`src/hdl/kmp_pkg.sv`:
```
// Shared types and constants for the KMP substring matcher.
package kmp_pkg;

   localparam int SYMBOL_W      = 8;
   localparam int MATCH_START_W = 32;

   typedef logic [SYMBOL_W-1:0]      symbol_type;
   typedef logic [MATCH_START_W-1:0] match_start_type;

   // Item kind carried in the op field.
   localparam logic OP_PATTERN = 1'b0;
   localparam logic OP_TEXT    = 1'b1;

endpackage

```
`src/hdl/kmp_channels.sv`:
```
// Valid/ready channel interfaces for the matcher's request and response transactions.
interface kmp_req_if;
   logic                 valid;
   logic                 ready;
   logic                 op;
   kmp_pkg::symbol_type  symbol;
   logic                 restart;

   modport source (output valid, output op, output symbol, output restart, input ready);
   modport sink   (input valid, input op, input symbol, input restart, output ready);
endinterface

interface kmp_rsp_if;
   logic                      valid;
   logic                      ready;
   kmp_pkg::match_start_type  match_start;

   modport source (output valid, output match_start, input ready);
   modport sink   (input valid, input match_start, output ready);
endinterface

```
`src/hdl/kmp_ram.sv`:
```
// Generic simple dual-port RAM with one write port and a registered read port.
module kmp_ram #(
   parameter int WIDTH = 8,
   parameter int DEPTH = 64
) (
   input  logic                     clock,
   input  logic                     wr_en,
   input  logic [$clog2(DEPTH)-1:0] wr_addr,
   input  logic [WIDTH-1:0]         wr_data,
   input  logic [$clog2(DEPTH)-1:0] rd_addr,
   output logic [WIDTH-1:0]         rd_data
);

   logic [WIDTH-1:0] mem_ff [DEPTH];
   logic [WIDTH-1:0] rd_data_ff;

   always_ff @(posedge clock) begin
      if (wr_en) begin
         mem_ff[wr_addr] <= wr_data;
      end
      rd_data_ff <= mem_ff[rd_addr];
   end

   assign rd_data = rd_data_ff;

endmodule

```
`src/hdl/kmp_substring_matcher_core.sv`:
```
// KMP substring matcher: online failure-table build and streaming text search, one item at a time.
// Pattern byte: done in idle for the first byte or once the store is full, else goes through PLINK
// and CMP, CMP repeating per failure link followed. Text byte: done in idle with an empty pattern,
// else goes through CMP (repeating per link) and TDONE, plus FLINK on a full match, TDONE waiting
// until an earlier result is accepted; the link walk is bounded by the current matched length.
// Synchronous reset clears lengths, text position and the response; the RAMs are not cleared.
module kmp_substring_matcher_core #(
   parameter int PATTERN_MAX   = 64,
   parameter int POSITION_BITS = 32
) (
   input  logic       clock,
   input  logic       reset,
   kmp_req_if.sink    req_chan,
   kmp_rsp_if.source  rsp_chan
);
   import kmp_pkg::*;

   localparam int ADDR_W = $clog2(PATTERN_MAX);
   localparam int LEN_W  = $clog2(PATTERN_MAX + 1);
   localparam int POS_W  = POSITION_BITS;

   typedef enum logic [2:0] {
      S_IDLE,
      S_PLINK,
      S_CMP,
      S_TDONE,
      S_FLINK
   } state_type;

   state_type         state_ff;
   logic [LEN_W-1:0]  plen_ff;
   logic [LEN_W-1:0]  mlen_ff;
   logic [LEN_W-1:0]  k_ff;
   logic [POS_W-1:0]  pos_ff;
   symbol_type        sym_ff;
   logic              mode_ff;
   logic              out_valid_ff;
   match_start_type   match_start_ff;

   logic              req_fire;
   logic              rsp_fire;
   logic [LEN_W-1:0]  plen_eff;
   logic [LEN_W-1:0]  mlen_eff;
   logic [LEN_W-1:0]  k_start;
   logic [LEN_W-1:0]  seek_k;
   logic [LEN_W-1:0]  k_done;
   logic              hit;
   logic              cmp_done;
   logic [POS_W-1:0]  pos_eff;
   logic [POS_W-1:0]  start_pos;

   logic              pat_we;
   logic [ADDR_W-1:0] pat_wa;
   logic [ADDR_W-1:0] pat_ra;
   symbol_type        pat_rd;
   logic              fail_we;
   logic [ADDR_W-1:0] fail_wa;
   logic [ADDR_W-1:0] fail_wd;
   logic [ADDR_W-1:0] fail_ra;
   logic [ADDR_W-1:0] fail_rd;

   assign req_chan.ready       = (state_ff == S_IDLE);
   assign req_fire             = req_chan.valid && req_chan.ready;
   assign rsp_chan.valid       = out_valid_ff;
   assign rsp_chan.match_start = match_start_ff;
   assign rsp_fire             = out_valid_ff && rsp_chan.ready;

   assign plen_eff = req_chan.restart ? '0 : plen_ff;
   assign mlen_eff = req_chan.restart ? '0 : mlen_ff;
   assign pos_eff  = req_chan.restart ? '0 : pos_ff;
   assign k_start  = (mlen_eff >= plen_ff) ? '0 : mlen_eff;

   // Shared compare unit: stored pattern byte against the byte in work.
   assign hit      = (pat_rd == sym_ff);
   assign cmp_done = hit || (k_ff == '0);
   assign k_done   = hit ? LEN_W'(k_ff + 1'b1) : k_ff;

   assign start_pos = POS_W'(pos_ff + POS_W'(1) - POS_W'(plen_ff));

   // RAM control: next prefix length to probe and the writes.
   always_comb begin
      seek_k  = k_ff;
      fail_ra = ADDR_W'(k_ff - 1'b1);
      unique case (state_ff)
         S_IDLE: begin
            if (req_chan.op == OP_TEXT) begin
               seek_k  = k_start;
               fail_ra = ADDR_W'(k_start - 1'b1);
            end else begin
               fail_ra = ADDR_W'(plen_eff - 1'b1);
            end
         end
         S_PLINK: begin
            seek_k  = LEN_W'(fail_rd);
            fail_ra = ADDR_W'(fail_rd - 1'b1);
         end
         S_CMP: begin
            if (!cmp_done) begin
               seek_k  = LEN_W'(fail_rd);
               fail_ra = ADDR_W'(fail_rd - 1'b1);
            end
         end
         S_TDONE: begin
            fail_ra = ADDR_W'(plen_ff - 1'b1);
         end
         default: begin
            seek_k  = k_ff;
         end
      endcase
      pat_ra = seek_k[ADDR_W-1:0];

      pat_we  = req_fire && (req_chan.op == OP_PATTERN) &&
                (plen_eff < LEN_W'(PATTERN_MAX));
      pat_wa  = plen_eff[ADDR_W-1:0];
      fail_we = 1'b0;
      fail_wa = plen_ff[ADDR_W-1:0];
      fail_wd = k_done[ADDR_W-1:0];
      if (pat_we && (plen_eff == '0)) begin
         fail_we = 1'b1;
         fail_wa = '0;
         fail_wd = '0;
      end else if ((state_ff == S_CMP) && cmp_done && (mode_ff == OP_PATTERN)) begin
         fail_we = 1'b1;
      end
   end

   kmp_ram #(.WIDTH(SYMBOL_W), .DEPTH(PATTERN_MAX)) u_pattern_ram (
      .clock   (clock),
      .wr_en   (pat_we),
      .wr_addr (pat_wa),
      .wr_data (req_chan.symbol),
      .rd_addr (pat_ra),
      .rd_data (pat_rd)
   );

   kmp_ram #(.WIDTH(ADDR_W), .DEPTH(PATTERN_MAX)) u_failure_ram (
      .clock   (clock),
      .wr_en   (fail_we),
      .wr_addr (fail_wa),
      .wr_data (fail_wd),
      .rd_addr (fail_ra),
      .rd_data (fail_rd)
   );

   always_ff @(posedge clock) begin
      if (reset) begin
         state_ff     <= S_IDLE;
         plen_ff      <= '0;
         mlen_ff      <= '0;
         pos_ff       <= '0;
         out_valid_ff <= 1'b0;
      end else begin
         // Drop the accepted result unless a new one loads in this cycle.
         if (rsp_fire && !((state_ff == S_TDONE) && (k_ff == plen_ff))) begin
            out_valid_ff <= 1'b0;
         end
         unique case (state_ff)
            S_IDLE: begin
               if (req_fire) begin
                  sym_ff  <= req_chan.symbol;
                  mode_ff <= req_chan.op;
                  if (req_chan.op == OP_PATTERN) begin
                     if (req_chan.restart) begin
                        plen_ff <= '0;
                        mlen_ff <= '0;
                     end
                     if (plen_eff == '0) begin
                        plen_ff <= LEN_W'(1);
                     end else if (plen_eff < LEN_W'(PATTERN_MAX)) begin
                        state_ff <= S_PLINK;
                     end
                  end else begin
                     mlen_ff <= mlen_eff;
                     if (plen_ff == '0) begin
                        pos_ff <= POS_W'(pos_eff + 1'b1);
                     end else begin
                        pos_ff   <= pos_eff;
                        k_ff     <= k_start;
                        state_ff <= S_CMP;
                     end
                  end
               end
            end
            S_PLINK: begin
               k_ff     <= seek_k;
               state_ff <= S_CMP;
            end
            S_CMP: begin
               if (cmp_done) begin
                  if (mode_ff == OP_PATTERN) begin
                     plen_ff  <= LEN_W'(plen_ff + 1'b1);
                     state_ff <= S_IDLE;
                  end else begin
                     k_ff     <= k_done;
                     state_ff <= S_TDONE;
                  end
               end else begin
                  // Mismatch: follow the failure link and probe again.
                  k_ff <= seek_k;
               end
            end
            S_TDONE: begin
               if (k_ff == plen_ff) begin
                  // Hold until the response register is free.
                  if (!out_valid_ff || rsp_chan.ready) begin
                     out_valid_ff   <= 1'b1;
                     match_start_ff <= MATCH_START_W'(start_pos);
                     state_ff       <= S_FLINK;
                  end
               end else begin
                  mlen_ff  <= k_ff;
                  pos_ff   <= POS_W'(pos_ff + 1'b1);
                  state_ff <= S_IDLE;
               end
            end
            S_FLINK: begin
               mlen_ff  <= LEN_W'(fail_rd);
               pos_ff   <= POS_W'(pos_ff + 1'b1);
               state_ff <= S_IDLE;
            end
            default: begin
               state_ff <= S_IDLE;
            end
         endcase
      end
   end

endmodule

```
`src/flat_wrapper.sv`:
```
// flat-port wrapper written by rule: the top's interface ports become plain ports
module kmp_substring_matcher_core_flat import kmp_pkg::*;
#(
   parameter int PATTERN_MAX   = 64,
   parameter int POSITION_BITS = 32
)
  (clock, reset, req_chan_valid, req_chan_op, req_chan_symbol, req_chan_restart, req_chan_ready, rsp_chan_valid, rsp_chan_match_start, rsp_chan_ready);
  kmp_req_if req_chan_i ();
  kmp_rsp_if rsp_chan_i ();
  input  logic clock;
  input  logic reset;
  input wire logic [$bits(req_chan_i.valid)-1:0] req_chan_valid;
  input wire logic [$bits(req_chan_i.op)-1:0] req_chan_op;
  input wire logic [$bits(req_chan_i.symbol)-1:0] req_chan_symbol;
  input wire logic [$bits(req_chan_i.restart)-1:0] req_chan_restart;
  output wire logic [$bits(req_chan_i.ready)-1:0] req_chan_ready;
  output wire logic [$bits(rsp_chan_i.valid)-1:0] rsp_chan_valid;
  output wire logic [$bits(rsp_chan_i.match_start)-1:0] rsp_chan_match_start;
  input wire logic [$bits(rsp_chan_i.ready)-1:0] rsp_chan_ready;
  assign req_chan_i.valid = req_chan_valid;
  assign req_chan_i.op = req_chan_op;
  assign req_chan_i.symbol = req_chan_symbol;
  assign req_chan_i.restart = req_chan_restart;
  assign req_chan_ready = req_chan_i.ready;
  assign rsp_chan_valid = rsp_chan_i.valid;
  assign rsp_chan_match_start = rsp_chan_i.match_start;
  assign rsp_chan_i.ready = rsp_chan_ready;
  kmp_substring_matcher_core #(.PATTERN_MAX(PATTERN_MAX), .POSITION_BITS(POSITION_BITS)) u_core (.clock(clock), .reset(reset), .req_chan(req_chan_i), .rsp_chan(rsp_chan_i));
endmodule
```
`config.mk`:
```
export PLATFORM = sky130hd
export DESIGN_NAME = kmp_substring_matcher_core_flat
export DESIGN_NICKNAME = d
export VERILOG_FILES = /design/src/hdl/kmp_pkg.sv /design/src/hdl/kmp_channels.sv /design/src/hdl/kmp_ram.sv /design/src/hdl/kmp_substring_matcher_core.sv /design/src/flat_wrapper.sv
export SDC_FILE = /design/constraint.sdc
export NUM_CORES = 2
export LEC_CHECK = 0
export BUFFER_PORTS_ARGS = -buffer_cell sky130_fd_sc_hd__buf_2
export CAP_MARGIN = 20
export CORE_ASPECT_RATIO = 1.5
export CORE_MARGIN = 8
export CORE_UTILIZATION = 45
export DETAILED_ROUTE_END_ITERATION = 10
export PLACE_DENSITY = 0.6
export SYNTH_ARGS = -nofsm -noshare
export SYNTH_HDL_FRONTEND = slang
export SYNTH_SLANG_ARGS = --single-unit
export TNS_END_PERCENT = 50
```
`constraint.sdc`:
```
create_clock -name clock -period 5.6 [get_ports clock]
set_input_delay 0.84 -clock clock [delete_from_list [all_inputs] [get_ports clock]]
set_output_delay 0.84 -clock clock [all_outputs]
set_load 0.05 [all_outputs]
```
=== Word level (Yosys, flattened, before mapping) ===
Memory sizes are Yosys's and may differ from the RTL's. A register that Yosys moved wholly into a read port is not among the register bits.
Cells that the tools add are included.
W data, S select, Z words.

* Register bits: 98
* Bits in latches: 0
* Bits in writable memories: 896
* Bits in read-only memories: 0
* Input bits: 14
* Output and inout port bits: 34
* Logic and storage cells: 127
* Memories kept: 2

{| class="wikitable"
|+ Memory list
! name !! words !! bits a word !! read ports !! clocked after Yosys merged registers in !! write ports !! line !! RTL
|-
| u_core.u_pattern_ram.mem_ff || 64 || 8 || 1 || 1 || 1 || kmp_ram.sv:14 || <nowiki>logic [WIDTH-1:0] mem_ff [DEPTH];</nowiki>
|-
| u_core.u_failure_ram.mem_ff || 64 || 6 || 1 || 1 || 1 || kmp_ram.sv:14 ||
|}

* $add $sub $neg: 10
* Multiply operators: 0
* Divide/modulo/power cells: 0
* Order comparisons: 2
* Eq/ne operators: 19
* Shifts and indexed selects: 0
* Mux-type cells: 53
* Bitwise logic cells: 3
* Reduce and logical (&&, ||, !) cells: 28

{| class="wikitable"
|+ Operators with widths
! kind !! count
|-
| $mux W32 || 5
|-
| $mux W7 || 18
|-
| $pmux W32 S3 || 1
|-
| $add A32 B1 Y32 const B || 2
|-
| $pmux W7 S3 || 3
|-
| $sub A32 B7 Y32 || 1
|-
| $sub A6 B1 Y6 const B || 5
|-
| $mux W3 || 8
|-
| $mux W6 || 4
|-
| $pmux W6 S4 || 1
|-
| $logic_not A7 Y1 || 3
|-
| $add A7 B1 Y7 const B || 2
|-
| $pmux W7 S2 || 1
|-
| $ne A2 B2 Y1 const B || 6
|-
| $ne A3 B3 Y1 const B || 4
|-
| $pmux W3 S4 || 1
|-
| $reduce_and A6 Y1 || 2
|-
| $mux W1 || 10
|-
| $logic_and A1 B1 Y1 || 9
|-
| $eq A8 B8 Y1 || 1
|-
| $reduce_and A4 Y1 || 2
|-
| $eq A7 B7 Y1 || 1
|-
| $ge A7 B7 Y1 || 1
|-
| $lt A7 B7 Y1 const B || 1
|-
| other kinds (15) || 23
|}

=== Depth between registers and ports, before layout ===
* Depth in word-level cells: 8
* Mapped depth: 22
* Mapped depth without buffers: 18

=== By module ===
Synthesis repeated with hierarchy kept, for this count alone.

* Cell total of the unflattened synthesis: 2603
* Area total of the unflattened synthesis: 42960.0 µm²

{| class="wikitable"
|+ Modules (own cells, without submodules)
! module !! times used !! cells an instance !! area each (µm²) !! seq. area each (µm²)
|-
| kmp_ram (u_core.u_pattern_ram) || 1 || 940 || 20166.8 || 15534.9
|-
| kmp_ram (u_core.u_failure_ram) || 1 || 720 || 15225.9 || 11651.2
|-
| kmp_substring_matcher_core || 1 || 943 || 7567.3 || 2442.3
|}

=== Least setup slack after synthesis ===
No wires, ideal clock.

* Path kind: input-to-reg
* Start: in req_chan_restart
* End: reg u_core.u_failure_ram.rd_data_ff[3], in the netlist u_core.u_failure_ram.rd_data[3] (read register of u_core.u_failure_ram.mem_ff)
* Library setup time: 0.110 ns
* Arrival: 4.789 ns
* Data required time: 5.490 ns
* Path slack: 0.701 ns
* Stages on the path: 21
* Buffers on the path: 4
* Cells stage by stage: clkbuf_1 > inv_1 > clkbuf_1 > nand2_1 > inv_1 > ha_1 > a21oi_1 > o21a_1 > o21ai_1 > o31a_1 > ha_1 > nand2_1 > o21ai_0 > a211o_1 > o21ai_2 > buf_2 > buf_2 > mux4_2 > o22ai_1 > or4_1 > nor2_1

* Cells in the longest elaborated chain, start to end: 6
* Elaborated cells on any way between the ends: 8
* Classes of those cells: 2 x add/sub; 1 x order compare; 5 x mux

{| class="wikitable"
|+ RTL lines
! element !! line !! RTL
|-
| start: declaration || flat_wrapper.sv:15 || <nowiki>input wire logic [$bits(req_chan_i.restart)-1:0] req_chan_restart;</nowiki>
|-
| $mux W7 || kmp_substring_matcher_core.sv:69 || <nowiki>assign mlen_eff = req_chan.restart ? '0 : mlen_ff;</nowiki>
|-
| $ge A7 B7 Y1 || kmp_substring_matcher_core.sv:71 || <nowiki>assign k_start = (mlen_eff >= plen_ff) ? '0 : mlen_eff;</nowiki>
|-
| $mux W7 || kmp_substring_matcher_core.sv:71 ||
|-
| $sub A6 B1 Y6 || kmp_substring_matcher_core.sv:88 || <nowiki>fail_ra = ADDR_W'(k_start - 1'b1);</nowiki>
|-
| $mux W6 (*) || kmp_substring_matcher_core.sv:86 || <nowiki>if (req_chan.op == OP_TEXT) begin</nowiki>
|-
| $pmux W6 S4 (*) || kmp_substring_matcher_core.sv:84 || <nowiki>unique case (state_ff)</nowiki>
|-
| end: declaration || kmp_ram.sv:15 || <nowiki>logic [WIDTH-1:0] rd_data_ff;</nowiki>
|}

Mark *: on every way between the ends. The rest lies on a longest branch, timed or not.
A chain may end at the register's enable or synchronous reset.

=== Final worst setup path ===
* Start: reg u_core.mlen_ff[2]
* End: reg u_core.u_failure_ram.rd_data_ff[4], in the netlist u_core.u_failure_ram.rd_data[4] (read register of u_core.u_failure_ram.mem_ff)

* Cells in the longest elaborated chain, start to end: 6

{| class="wikitable"
|+ RTL lines
! element !! line !! RTL
|-
| start: declaration || kmp_substring_matcher_core.sv:32 || <nowiki>logic [LEN_W-1:0] mlen_ff;</nowiki>
|-
| start signal: assignment || kmp_substring_matcher_core.sv:173 || <nowiki>mlen_ff <= mlen_eff;</nowiki>
|-
| start signal: assignment || kmp_substring_matcher_core.sv:211 || <nowiki>mlen_ff <= k_ff;</nowiki>
|-
| start signal: assignment || kmp_substring_matcher_core.sv:217 || <nowiki>mlen_ff <= LEN_W'(fail_rd);</nowiki>
|-
| $mux W7 (*) || kmp_substring_matcher_core.sv:69 ||
|-
| $ge A7 B7 Y1 || kmp_substring_matcher_core.sv:71 ||
|-
| $mux W7 (*) || kmp_substring_matcher_core.sv:71 ||
|-
| $sub A6 B1 Y6 (*) || kmp_substring_matcher_core.sv:88 ||
|-
| $mux W6 (*) || kmp_substring_matcher_core.sv:86 ||
|-
| $pmux W6 S4 (*) || kmp_substring_matcher_core.sv:84 ||
|}

Marked as above.

==> reports/metrics.cfg <==
[outcome]
outcome = completed

[yosys]
ys_warn_count = 0
ys.flop_type = edfxtp_1
synth_area_um2 = 42800
yosys.cell_types.count = 87
syn-num-nets = 2885
synth-seq-cells = 1008
syn_inst = 2847
syn_area_per_cell_um2 = 15.0
async_flop_share = 0
yosysSeqAreaShare = 0.693
synth_edf_count = 944

[global_routing]
grt.total_usage = 0.219
grt_max_degree = 97
grt_first_pass_wirelength_mm = 173
gr-total-overflow = 0
antenna_found_initial = 2
grt_pass1_vias = 26100

[pwr]
power.share.clock = 0.361
power_frac_comb = 0.165
irDropWorstVdd_mv = 0.298
total_power_w = 0.0180
intPower_w = 0.0132
power_switching_w = 0.00487
p_per_area_nw_per_um2 = 375
p_leak_nw = 15.5
seqPwrFrac = 0.473
switching_share = 0.270

[clocking]
clock_tree.buffer_depth = 3
postCtsSetupRepairBufs = 0
clock-sinks = 1008
ctsHoldBuffers = 0
clk_pin_slew_ps = 60
cts_buffers = 94
h-tree-depth = 3
cts-root-buf = clkbuf_16
cts_tree = built
clkLatencyLatePin_ps = 710
cts.repair.resized = 0

[drt]
drt-total-wl_mm = 116
routedWlPerCell_um = 27.2
detail_route.vias_per_cell = 5.97
num_vias = 25600
drtAntennaViolNets = 0
drt-pass1-iter-count = 6
route.detailed.drc = 0
drt-initial-drc-count = 2712

[place]
post-place-cells = 4104
port_buffers = 47
placed_area_um2 = 44900
gp_routability_congestion = 0.926
dpl.hpwl_mm = 78.3

[finish]
areaGrowthSynthToFinish_pct = 12.2
layout_commonest_cell = edfxtp_1
final_area_um2 = 48000
final_cell_mix = edfxtp_1, nor2_1, nand2_1
fill_cells = 7946
layout-drive-gt1-share = 0.156
fin_cells = 4282
nets = 2981

[timing]
hold_viol_final = 0
holdWs_ps = 509
setup_viol = 0
layout_min_cycle_time_ps = 4900
rsz0062_at_grt = false
finalSetupTns_ps = 0
relSlewSlack = 0.239
max_freq_mhz = 204
timing.final.crit_share = 0.876
fin_skew_ps = 29.2
tightest_slew_ps = 1140
finalMaxSlewViolations = 0

[floorplan]
rows = 138
die_x_um = 268
start_util = 0.454
core_um2 = 94300
die-area_um2 = 105000
die_height_um = 394
io_pins = 48

[critical_path]
path_class = reg -> reg
worstPathArrival_ps = 5510
critPathCaptureType = register
critPathRequiredTime_ps = 6200
cp-start-kind = register
path_max_fanout = 26

[hold_path]
hold_path_class = reg -> reg

[run]
cap_violations = 0

## routing by layer
layer  part of all wire  track usage  vias up
met5            0.00011            0        -
met4              0.051        0.107        2
met3              0.051       0.0305      270
met2               0.53        0.390      888
met1               0.37        0.258    13000
li1                   -            -    11400
## cell usage after synthesis (all sizes together) (6+ instances only)
cell type,count,share of area
or2,6,0.00088
a221oi,6,0.0014
a311oi,8,0.0016
o211a,8,0.0019
o22ai,97,0.014
or3,9,0.0014
a31oi,19,0.0028
o32ai,7,0.0019
buf,66,0.0092
o211ai,12,0.0021
dfxtp,64,0.030
a21oi,97,0.011
or4,19,0.0033
nor3,46,0.0054
edfxtp,944,0.66
nor4,11,0.0019
o21ai,85,0.010
a21o,8,0.0016
xor2,43,0.0088
xnor2,54,0.011
nor2b,17,0.0025
a22oi,16,0.0028
and2,16,0.0023
nand2b,7,0.0010
a32oi,18,0.0037
mux2i,122,0.029
mux4,140,0.074
and3,20,0.0029
ha,23,0.0067
nand4,41,0.0060
clkbuf,88,0.0077
a21boi,8,0.0014
nand2,233,0.021
a221o,6,0.0014
nand4b,6,0.0012
nor2,271,0.024
a211oi,15,0.0026
nand3,96,0.011
inv,31,0.0027
## state kept, by name, summed over array words and instances, names as in the netlist
signal                        count
u_core.mode_ff                    1
u_core.u_pattern_ram.mem_ff     512
u_core.u_failure_ram.rd_data      6
u_core.sym_ff                     8
u_core.u_pattern_ram.rd_data      8
u_core.plen_ff                    7
u_core.state_ff                   3
u_core.k_ff                       7
u_core.rsp_chan.match_start      32
u_core.mlen_ff                    7
u_core.pos_ff                    32
u_core.rsp_chan.valid             1
u_core.u_failure_ram.mem_ff     384
## worst paths after layout
check / from / end / slack [ps] / depth (start not counted)
worst min-delay path: u_core.mlen_ff[6] / u_core.mlen_ff[6] / 510 / 2
worst min register to register: u_core.mlen_ff[6] / u_core.mlen_ff[6] / 510 / 2
worst max-delay path: u_core.mlen_ff[2] / u_core.u_failure_ram.rd_data[4] / 700 / 16
worst max register to register: u_core.mlen_ff[2] / u_core.u_failure_ram.rd_data[4] / 700 / 16
## cell families (layout without fill, tap and decap cells)
| logic type | after synthesis | in the layout | synth area share |
|---|---|---|---|
| and+or+nand+nor | 816 | 816 | 0.0884 |
| AOI/OAI and AO/OA | 454 | 454 | 0.0698 |
| xor gates and xnor gates | 97 | 97 | 0.0199 |
| muxes | 262 | 262 | 0.102 |
| adders and majority gates | 24 | 24 | 0.00719 |
| other | 0 | 1 | 0 |
| DFF | 1008 | 1008 | 0.693 |
| buffers and inverters | 186 | 360 | 0.0197 |
## stage by stage
stage	util	setup slack, ps
5_1_grt	0.509	523
3_3_place_gp	0.476	272
3_5_place_dp	0.476	224
4_1_cts	0.509	733
6_report	0.509	695
2_1_floorplan	-	701
## power groups by stage
stage / combinational (W) / sequential [W] / clock [W]
2_1_floorplan: 0.00196 / 0.00861 / 0
3_3_place_gp: 0.00296 / 0.00869 / 0
3_5_place_dp: 0.00299 / 0.00869 / 0
4_1_cts: 0.00300 / 0.00853 / 0.00662
5_1_grt: 0.00317 / 0.00853 / 0.00687
6_report: 0.00298 / 0.00853 / 0.00651
## worst max-delay path, stage by stage (launching register included)
cell and delay (ps):
dfxtp_1 450, nor2b_1 320, ha_1 310, a21o_1 180, a31oi_1 310, o21ai_1 210
o31a_1 360, ha_1 300, nand2_1 80, o21ai_0 90, a211o_1 350, o21ai_4 350
buf_12 320, mux4_2 540, o22ai_1 260, or4_1 270, nor2_1 70
## area by class of cell
| type | count | area, um2 | share of cell area |
|---|---|---|---|
| antenna | 1 | 2.50 | 0.0000521 |
| clock buffer | 115 | 2440 | 0.0508 |
| clock inverter | 59 | 681 | 0.0142 |
| inverter | 32 | 120 | 0.00250 |
| multi-input combinational | 1653 | 12400 | 0.259 |
| sequential | 1008 | 29600 | 0.617 |
| tap | 1260 | 1580 | 0.0328 |
| timing repair buffer | 154 | 1140 | 0.0237 |
No activity file was read; power rests on OpenSTA's default activity.
